File: src/hdl/cpd_pkg.sv
package cpd_pkg;

    localparam int DEF_MAX_PAYLOAD  = 22;
    localparam int DEF_WINDOW_DEPTH = 32;

    localparam logic [5:0]  HC_RESET       = 6'd35;
    localparam logic [15:0] CRC_INIT       = 16'hFFFF;
    localparam logic [15:0] CRC_POLY_REFL  = 16'h8408;
    localparam logic [7:0]  KEY_REPORT_CMD = 8'h80;

    // controller to datapath
    typedef struct packed {
        logic wr_byte;
        logic rd;
        logic idx_clr;
        logic idx_inc;
        logic idx_ld2;
        logic ld_cmd;
        logic crc_first;
        logic crc_upd;
        logic ld_len;
        logic ld_rxlo;
        logic drop1;
        logic drop_pkt;
        logic nres_clr;
        logic out_load;
    } t_dp_cmd;

    // datapath to controller
    typedef struct packed {
        logic count_lt4;
        logic cmd_bad;
        logic len_bad;
        logic short_win;
        logic crc_more;
        logic crc_ok;
        logic cap_hit;
        logic out_last;
        logic out_free;
    } t_dp_stat;

    // one byte of reflected crc-16, lsb first
    function automatic logic [15:0] crc_byte(input logic [15:0] crc, input logic [7:0] b);
        logic [15:0] c;
        c = crc ^ {8'h00, b};
        for (int i = 0; i < 8; i++) begin
            if (c[0]) begin
                c = (c >> 1) ^ CRC_POLY_REFL;
            end else begin
                c = c >> 1;
            end
        end
        return c;
    endfunction

endpackage

File: src/hdl/cpd_ctrl.sv
module cpd_ctrl (
    input  logic               i_clk,
    input  logic               i_rst_n,
    input  logic               i_rx_valid,
    output logic               o_rx_ready,
    input  cpd_pkg::t_dp_stat  i_stat,
    output cpd_pkg::t_dp_cmd   o_cmd
);

    typedef enum logic [7:0] {
        S_IDLE  = 8'b0000_0001,
        S_CHECK = 8'b0000_0010,
        S_CMD   = 8'b0000_0100,
        S_LEN   = 8'b0000_1000,
        S_CRC   = 8'b0001_0000,
        S_CRCHI = 8'b0010_0000,
        S_ERD   = 8'b0100_0000,
        S_EOUT  = 8'b1000_0000
    } t_state;

    t_state r_state, n_state;

    assign o_rx_ready = i_rst_n && (r_state == S_IDLE);

    always_ff @(posedge i_clk) begin
        if (!i_rst_n) begin
            r_state <= S_IDLE;
        end else begin
            r_state <= n_state;
        end
    end

    always_comb begin
        n_state = r_state;
        o_cmd   = '0;
        case (r_state)
            S_IDLE: begin
                if (i_rx_valid && o_rx_ready) begin
                    o_cmd.wr_byte  = 1'b1;
                    o_cmd.idx_clr  = 1'b1;
                    o_cmd.nres_clr = 1'b1;
                    n_state        = S_CHECK;
                end
            end
            S_CHECK: begin
                if (i_stat.count_lt4) begin
                    n_state = S_IDLE;
                end else begin
                    o_cmd.rd      = 1'b1;
                    o_cmd.idx_inc = 1'b1;
                    n_state       = S_CMD;
                end
            end
            S_CMD: begin
                if (i_stat.cmd_bad) begin
                    o_cmd.drop1   = 1'b1;
                    o_cmd.idx_clr = 1'b1;
                    n_state       = S_CHECK;
                end else begin
                    o_cmd.ld_cmd    = 1'b1;
                    o_cmd.crc_first = 1'b1;
                    o_cmd.rd        = 1'b1;
                    o_cmd.idx_inc   = 1'b1;
                    n_state         = S_LEN;
                end
            end
            S_LEN: begin
                if (i_stat.len_bad) begin
                    o_cmd.drop1   = 1'b1;
                    o_cmd.idx_clr = 1'b1;
                    n_state       = S_CHECK;
                end else if (i_stat.short_win) begin
                    n_state = S_IDLE;
                end else begin
                    o_cmd.ld_len  = 1'b1;
                    o_cmd.crc_upd = 1'b1;
                    o_cmd.rd      = 1'b1;
                    o_cmd.idx_inc = 1'b1;
                    n_state       = S_CRC;
                end
            end
            S_CRC: begin
                o_cmd.rd      = 1'b1;
                o_cmd.idx_inc = 1'b1;
                if (i_stat.crc_more) begin
                    o_cmd.crc_upd = 1'b1;
                end else begin
                    o_cmd.ld_rxlo = 1'b1;
                    n_state       = S_CRCHI;
                end
            end
            S_CRCHI: begin
                if (!i_stat.crc_ok) begin
                    o_cmd.drop1   = 1'b1;
                    o_cmd.idx_clr = 1'b1;
                    n_state       = S_CHECK;
                end else if (i_stat.cap_hit) begin
                    n_state = S_IDLE;
                end else begin
                    o_cmd.idx_ld2 = 1'b1;
                    n_state       = S_ERD;
                end
            end
            S_ERD: begin
                o_cmd.rd = 1'b1;
                n_state  = S_EOUT;
            end
            S_EOUT: begin
                if (i_stat.out_free) begin
                    o_cmd.out_load = 1'b1;
                    if (i_stat.out_last) begin
                        o_cmd.drop_pkt = 1'b1;
                        o_cmd.idx_clr  = 1'b1;
                        n_state        = S_CHECK;
                    end else begin
                        o_cmd.idx_inc = 1'b1;
                        n_state       = S_ERD;
                    end
                end
            end
            default: begin
                n_state = S_IDLE;
            end
        endcase
    end

endmodule

File: src/hdl/cpd_dpath.sv
module cpd_dpath #(
    parameter int MAX_PAYLOAD  = cpd_pkg::DEF_MAX_PAYLOAD,
    parameter int WINDOW_DEPTH = cpd_pkg::DEF_WINDOW_DEPTH
) (
    input  logic              i_clk,
    input  logic              i_rst_n,
    input  cpd_pkg::t_dp_cmd  i_cmd,
    output cpd_pkg::t_dp_stat o_stat,
    input  logic [7:0]        i_rx_byte,
    input  logic              i_cfg_we,
    input  logic [5:0]        i_cfg_data,
    input  logic              i_res_ready,
    output logic              o_res_valid,
    output logic [7:0]        o_command,
    output logic [4:0]        o_payload_length,
    output logic              o_has_data,
    output logic [7:0]        o_data_byte,
    output logic [4:0]        o_byte_index,
    output logic              o_is_key_report,
    output logic              o_last
);

    localparam int MAX_RESULTS = MAX_PAYLOAD + 4;
    localparam int AW = $clog2(WINDOW_DEPTH);
    localparam int CW = $clog2(WINDOW_DEPTH + 1);
    localparam int IW = $clog2(MAX_PAYLOAD + 5);
    localparam int NW = $clog2(MAX_RESULTS + 1);

    logic [7:0]    mem [WINDOW_DEPTH];
    logic [7:0]    r_rdata;
    logic [AW-1:0] r_start;
    logic [CW-1:0] r_count;
    logic [5:0]    r_hc;
    logic [7:0]    r_cmd;
    logic [7:0]    r_len;
    logic [15:0]   r_crc;
    logic [7:0]    r_rxlo;
    logic [IW-1:0] r_idx;
    logic [NW-1:0] r_nres;
    logic          r_ovalid;
    logic [AW-1:0] rd_addr;
    logic [AW-1:0] wr_addr;
    logic [CW-1:0] pkt_len;

    function automatic logic [AW-1:0] f_wrap(input logic [AW-1:0] base,
                                             input logic [CW-1:0] off);
        logic [CW:0] s;
        s = (CW+1)'(base) + (CW+1)'(off);
        if (s >= (CW+1)'(WINDOW_DEPTH)) begin
            s = s - (CW+1)'(WINDOW_DEPTH);
        end
        return s[AW-1:0];
    endfunction

    assign rd_addr = f_wrap(r_start, CW'(r_idx));
    assign wr_addr = f_wrap(r_start, r_count);
    assign pkt_len = CW'(r_len) + CW'(4);

    always_ff @(posedge i_clk) begin
        if (i_cmd.wr_byte) begin
            mem[wr_addr] <= i_rx_byte;
        end
        if (i_cmd.rd) begin
            r_rdata <= mem[rd_addr];
        end
    end

    // window bookkeeping and config
    always_ff @(posedge i_clk) begin
        if (!i_rst_n) begin
            r_start <= '0;
            r_count <= '0;
            r_hc    <= cpd_pkg::HC_RESET;
        end else begin
            if (i_cfg_we) begin
                r_hc <= i_cfg_data;
            end
            if (i_cmd.wr_byte) begin
                if (r_count >= CW'(WINDOW_DEPTH)) begin
                    r_start <= f_wrap(r_start, CW'(1));
                end else begin
                    r_count <= r_count + CW'(1);
                end
            end else if (i_cmd.drop1) begin
                r_start <= f_wrap(r_start, CW'(1));
                r_count <= r_count - CW'(1);
            end else if (i_cmd.drop_pkt) begin
                r_start <= f_wrap(r_start, pkt_len);
                r_count <= r_count - pkt_len;
            end
        end
    end

    always_ff @(posedge i_clk) begin
        if (i_cmd.idx_clr) begin
            r_idx <= '0;
        end else if (i_cmd.idx_ld2) begin
            r_idx <= IW'(2);
        end else if (i_cmd.idx_inc) begin
            r_idx <= r_idx + IW'(1);
        end
        if (i_cmd.nres_clr) begin
            r_nres <= '0;
        end else if (i_cmd.out_load) begin
            r_nres <= r_nres + NW'(1);
        end
        if (i_cmd.ld_cmd) begin
            r_cmd <= r_rdata;
        end
        if (i_cmd.ld_len) begin
            r_len <= r_rdata;
        end
        if (i_cmd.ld_rxlo) begin
            r_rxlo <= r_rdata;
        end
        if (i_cmd.crc_first) begin
            r_crc <= cpd_pkg::crc_byte(cpd_pkg::CRC_INIT, r_rdata);
        end else if (i_cmd.crc_upd) begin
            r_crc <= cpd_pkg::crc_byte(r_crc, r_rdata);
        end
    end

    // output register
    always_ff @(posedge i_clk) begin
        if (!i_rst_n) begin
            r_ovalid <= 1'b0;
        end else if (i_cmd.out_load) begin
            r_ovalid <= 1'b1;
        end else if (i_res_ready) begin
            r_ovalid <= 1'b0;
        end
    end

    always_ff @(posedge i_clk) begin
        if (i_cmd.out_load) begin
            o_command        <= r_cmd;
            o_payload_length <= r_len[4:0];
            o_has_data       <= (r_len != 8'd0);
            o_data_byte      <= (r_len != 8'd0) ? r_rdata : 8'd0;
            o_byte_index     <= 5'(r_idx - IW'(2));
            o_is_key_report  <= (r_cmd == cpd_pkg::KEY_REPORT_CMD);
            o_last           <= o_stat.out_last;
        end
    end

    assign o_res_valid = r_ovalid;

    always_comb begin
        o_stat.count_lt4 = (r_count < CW'(4));
        o_stat.cmd_bad   = (r_rdata[5:0] > r_hc);
        o_stat.len_bad   = (9'(r_rdata) > 9'(MAX_PAYLOAD));
        o_stat.short_win = (10'(r_count) < (10'(r_rdata) + 10'd4));
        o_stat.crc_more  = (9'(r_idx) <= (9'(r_len) + 9'd2));
        o_stat.crc_ok    = ({r_rdata, r_rxlo} == ~r_crc);
        o_stat.cap_hit   = ((10'(r_nres) + ((r_len == 8'd0) ? 10'd1 : 10'(r_len)))
                            > 10'(MAX_RESULTS));
        o_stat.out_last  = (r_len == 8'd0) || (9'(r_idx) == (9'(r_len) + 9'd1));
        o_stat.out_free  = !r_ovalid || i_res_ready;
    end

endmodule

File: src/hdl/command_packet_deframer_crc16.sv
// packet deframer for a received serial byte stream. each accepted item on
// the rx channel is one byte, appended to a circular window of WINDOW_DEPTH
// bytes. after every byte the block parses at the window start: command
// byte, length byte, payload, then crc-16/x-25 (reflected 0x1021, init
// 0xffff, complemented) low byte first over command, length and payload.
// a command whose low six bits exceed highest_command, a length above
// MAX_PAYLOAD or a crc mismatch discards one byte and parsing restarts one
// byte later. a good packet yields one result item per payload byte, or a
// single item with has_data low for a zero-length packet; last marks the
// final item and is_key_report flags command 0x80. the window sits in a
// ram with registered read, so the parser touches one byte at a time. a
// byte is accepted, then each parse attempt reads the command byte, the
// length byte, the payload and the two crc bytes in turn, stopping at the
// first rejected field or when too few bytes are held; each emitted item
// reads its byte and then waits for the output register to be free. a
// packet whose items would take the results since the last accepted byte
// past MAX_PAYLOAD+4 stops parsing and stays in the window. at most
// WINDOW_DEPTH bytes, 32 with the default parameters, are held.
// rx ready is low while a byte is being parsed and during reset.
// highest_command is written through the cfg channel, which is ready
// whenever reset is released.
module command_packet_deframer_crc16 #(
    parameter int MAX_PAYLOAD  = cpd_pkg::DEF_MAX_PAYLOAD,
    parameter int WINDOW_DEPTH = cpd_pkg::DEF_WINDOW_DEPTH
) (
    input  logic       i_clk,
    input  logic       i_rst_n,
    // receive byte channel
    input  logic       i_rx_valid,
    output logic       o_rx_ready,
    input  logic [7:0] i_rx_byte,
    // config write channel
    input  logic       i_cfg_valid,
    output logic       o_cfg_ready,
    input  logic [5:0] i_cfg_highest_command,
    // result channel
    output logic       o_res_valid,
    input  logic       i_res_ready,
    output logic [7:0] o_command,
    output logic [4:0] o_payload_length,
    output logic       o_has_data,
    output logic [7:0] o_data_byte,
    output logic [4:0] o_byte_index,
    output logic       o_is_key_report,
    output logic       o_last
);

    cpd_pkg::t_dp_cmd  dp_cmd;
    cpd_pkg::t_dp_stat dp_stat;

    assign o_cfg_ready = i_rst_n;

    // sequencer: parse steps, resync drops, result emission
    cpd_ctrl u_ctrl (
        .i_clk      (i_clk),
        .i_rst_n    (i_rst_n),
        .i_rx_valid (i_rx_valid),
        .o_rx_ready (o_rx_ready),
        .i_stat     (dp_stat),
        .o_cmd      (dp_cmd)
    );

    // window ram, crc unit, field registers and output register
    cpd_dpath #(
        .MAX_PAYLOAD  (MAX_PAYLOAD),
        .WINDOW_DEPTH (WINDOW_DEPTH)
    ) u_dpath (
        .i_clk            (i_clk),
        .i_rst_n          (i_rst_n),
        .i_cmd            (dp_cmd),
        .o_stat           (dp_stat),
        .i_rx_byte        (i_rx_byte),
        .i_cfg_we         (i_cfg_valid),
        .i_cfg_data       (i_cfg_highest_command),
        .i_res_ready      (i_res_ready),
        .o_res_valid      (o_res_valid),
        .o_command        (o_command),
        .o_payload_length (o_payload_length),
        .o_has_data       (o_has_data),
        .o_data_byte      (o_data_byte),
        .o_byte_index     (o_byte_index),
        .o_is_key_report  (o_is_key_report),
        .o_last           (o_last)
    );

endmodule

File: config.mk
export PLATFORM = sky130hd
export DESIGN_NAME = command_packet_deframer_crc16
export DESIGN_NICKNAME = d
export VERILOG_FILES = /design/src/hdl/cpd_pkg.sv /design/src/hdl/cpd_ctrl.sv /design/src/hdl/cpd_dpath.sv /design/src/hdl/command_packet_deframer_crc16.sv
export SDC_FILE = /design/constraint.sdc
export NUM_CORES = 1
export LEC_CHECK = 0
export BUFFER_PORTS_ARGS = -buffer_cell sky130_fd_sc_hd__buf_2
export CAP_MARGIN = 20
export CORE_MARGIN = 3
export CORE_UTILIZATION = 50
export CTS_CLUSTER_DIAMETER = 60
export DETAILED_ROUTE_END_ITERATION = 7
export GPL_ROUTABILITY_DRIVEN = 0
export HOLD_SLACK_MARGIN = 0.08
export PLACE_DENSITY = 0.69
export SETUP_SLACK_MARGIN = 0.02
export SLEW_MARGIN = 20
export SYNTH_ARGS = -nofsm -noshare
export SYNTH_HDL_FRONTEND = slang
export SYNTH_SLANG_ARGS = --single-unit
export TNS_END_PERCENT = 30
File: constraint.sdc
create_clock -name i_clk -period 3.5 [get_ports i_clk]
set_input_delay 0.35 -clock i_clk [delete_from_list [all_inputs] [get_ports i_clk]]
set_output_delay 0.35 -clock i_clk [all_outputs]
set_load 0.02 [all_outputs]
==> flow_summary.yaml <==
run_status:
  status: "complete, no violations"
route:
  wl_um: 33600
  dr.pass1.iters: 5
  ant_nets: 0
  drc_errors: 0
  vias_per_cell: 5.624
  vias: 9167
  wl_per_cell_um: 20.61
  initialDrtViolationCount: 600
setup_path:
  r2r-start: "u_dpath.r_rdata[5]"
  cp_max_fo: 3
  cp-startpoint: "u_dpath.r_rdata[5]"
  crit_type: "reg2reg"
  start_kind: "flip-flop"
  endpoint: "u_dpath.r_count[5]"
  cp.required_ps: 3930
  crit-reg2reg-capture: "u_dpath.r_count[5]"
  arrival_ps: 3920
  reg2reg_slack_ps: 9
  r2r_cells: 17
  crit_path_end_kind: "flip-flop"
placed_design:
  post-place-ws_ps: -13.01
  dp_hpwl_um: 22470
  place_area_um2: 17830
  portBuffers: 50
  dpl.cell_count: 1551
sta:
  fin_ws_ps: 9.283
  final.min_clock_period_ps: 3491
  tns_ps: 0
  fin_crit_sh_pct: 99.73
  drv_slew: 0
  worst_slew_margin_rel_pct: 53.40
  worst_pin_slew_ps: 694.0
  rsz0062_at_grt: "true"
  fmax_mhz: 286.5
  hold_ws_ps: 180.5
  fin_worst_skew_ps: 15.55
  hold_violations: 0
  final-setup-viol-count: 0
worst_hold_path:
  min-delay-path-class: "in2reg"
synth:
  synthesis.nets: 1096
  synthCells: 1021
  synth_commonest_cells: "333 x edfxtp_1, 83 x nor2_1, 80 x mux4_2"
  ys_warn_count: 0
  yosys_register_bits: 369
  synth.area.top_cells: "edfxtp_1 61%, mux4_2 11%, dfxtp_1 4.4%, ha_1 3.9%, xnor2_1 3.6%"
  yosysTopAreaCellShare_pct: 60.61
  async_reset_ff_share_pct: 0
  ys_types: 66
  yosysMostFrequentCell: "edfxtp_1"
  synth-seq-area-share_pct: 64.97
  synth_area_per_cell_um2: 16.16
  synth_ff_type: "edfxtp_1"
  synth-edff-count: 333
  synth_top_area_cell: "edfxtp_1"
  netlist_area_um2: 16500
clock_tree:
  cts.htree.levels: 2
  root_buffer: "clkbuf_16"
  tritoncts: "yes"
  cts_made_buffers: 39
  clk_pin_slew_ps: 60
  clk_path_buf_depth: 3
  clk_latency_ps: 540
  cts_sinks: 369
floorplan:
  start_util_pct: 51.49
  dieArea_um2: 35210
  die_w_um: 187.7
  boundaryPins: 51
  core_um2: 32040
  num_rows: 65
  die_h_um: 187.7
pwr:
  power_density_nw_per_um2: 495.1
  ir_worst_vdd_v: 0.0004395
  leakagePower_nw: 6.805
  fin_total_pwr_mw: 9.538
global_route:
  grt_pass1_vias: 9206
  grt_start_max_net_pins: 65
  antenna_found_initial: 0
  grt_pass1_wl_um: 53380
  grt_overflow: 0
  track_usage_pct: 19.34
cells_and_area:
  finish.instance_area_um2: 19260
  num-fill-cells: 2418
  diodes: 0
  area_growth_pct: 16.76
  final_cells: 1630
  final_util_pct: 60.12
  regMostFlops: "u_dpath.mem"
  finalNetCount: 1243
  drive_gt1_share_pct: 26.69
  largest_reg_flops: 256
  reg.largest.list: "u_dpath.mem: 256 flops, u_dpath.r_crc: 16 flops"
flow_run:
  maxCapViolCount: 0
==> worst max-delay path, stage by stage (launching register included) <==
cell and delay (ps):
edfxtp_1 490, ha_4 330, nand3_2 80, a21o_1 160, a21o_1 220, nor3_4 220
or2_4 170, nor2_4 40, ha_4 250, and2_4 140, ha_4 180, a21o_1 180
a21oi_2 140, o21bai_1 100, a21oi_2 190, xor2_1 170, a31oi_1 100, o211a_1 230
==> final cells by class <==
| type | instances | area, um2 | share of cell area (%) |
|---|---|---|---|
| repair buffers | 149 | 1046 | 5.430 |
| inverters | 31 | 116.4 | 0.6040 |
| flip-flops and latches | 369 | 10720 | 55.65 |
| clock inverters | 20 | 217.7 | 1.130 |
| clock buffers | 48 | 1010 | 5.241 |
| well taps | 435 | 544.3 | 2.825 |
| multi-input cells | 578 | 5610 | 29.12 |
==> per-layer routing <==
metal | track usage [%] | vias to the layer above | part of all wire (%)
li1 | - | 4220 | -
met3 | 3.216 | 66 | 5.0
met4 | 5.455 | 0 | 2.2
met1 | 27.24 | 4630 | 44
met2 | 31.56 | 251 | 49
met5 | 0 | - | 0
==> worst min path at each step <==
stage / start / endpoint / slack, ps / depth (start not counted)
2_1_floorplan: u_dpath.r_cmd[7] / u_dpath.o_command[7] / 420 / 0
3_3_place_gp: u_dpath.r_cmd[4] / u_dpath.o_command[4] / 430 / 0
3_5_place_dp: u_dpath.r_cmd[7] / u_dpath.o_command[7] / 430 / 0
4_1_cts: i_cfg_valid / u_dpath.r_hc[5] / 140 / 2
5_1_grt: i_cfg_valid / u_dpath.r_hc[1] / 200 / 2
6_report: i_cfg_valid / u_dpath.r_hc[5] / 180 / 2
==> layout by cell type, fill, tap and decap left out, types with 13 or more instances in the layout <==
cell / instances
a21o_1: 16
ha_1: 45
nand2_1: 35
inv_1: 31
nand3_1: 19
a21oi_1: 19
nor2_1: 82
mux2i_1: 13
xnor2_1: 67
clkbuf_16: 39
dfxtp_1: 36
xor2_1: 30
nor2b_1: 13
buf_4: 90
buf_2: 50
mux4_2: 80
edfxtp_1: 333
==> cells by family after synthesis <==
kind of cell,Yosys count,synth area share [%]
xor gates and xnor gates,98,5.202
adders and majority gates,56,4.474
AOI/OAI and AO/OA,97,4.148
and+or+nand+nor,226,6.969
DFF,369,64.97
muxes,101,12.25
buffers and inverters,74,1.979
==> repair_timing <==
| action | 4_1_cts | 5_1_grt |
|---|---|---|
| hold buffers | 6 | 0 |
| pin swaps | 2 | 19 |
| setup buffers | 2 | 3 |
| resized for setup | 2 | 14 |
| hold endpoints to repair | 6 | 0 |
| setup endpoints to repair | 1 | 6 |
==> power breakdown <==
group,switching [mW],internal (mW)
clock network,1.65,2.29
registers,0.0217,4.83
logic,0.386,0.363
total,2.06,7.48
Power figures use the tool's default switching activity.
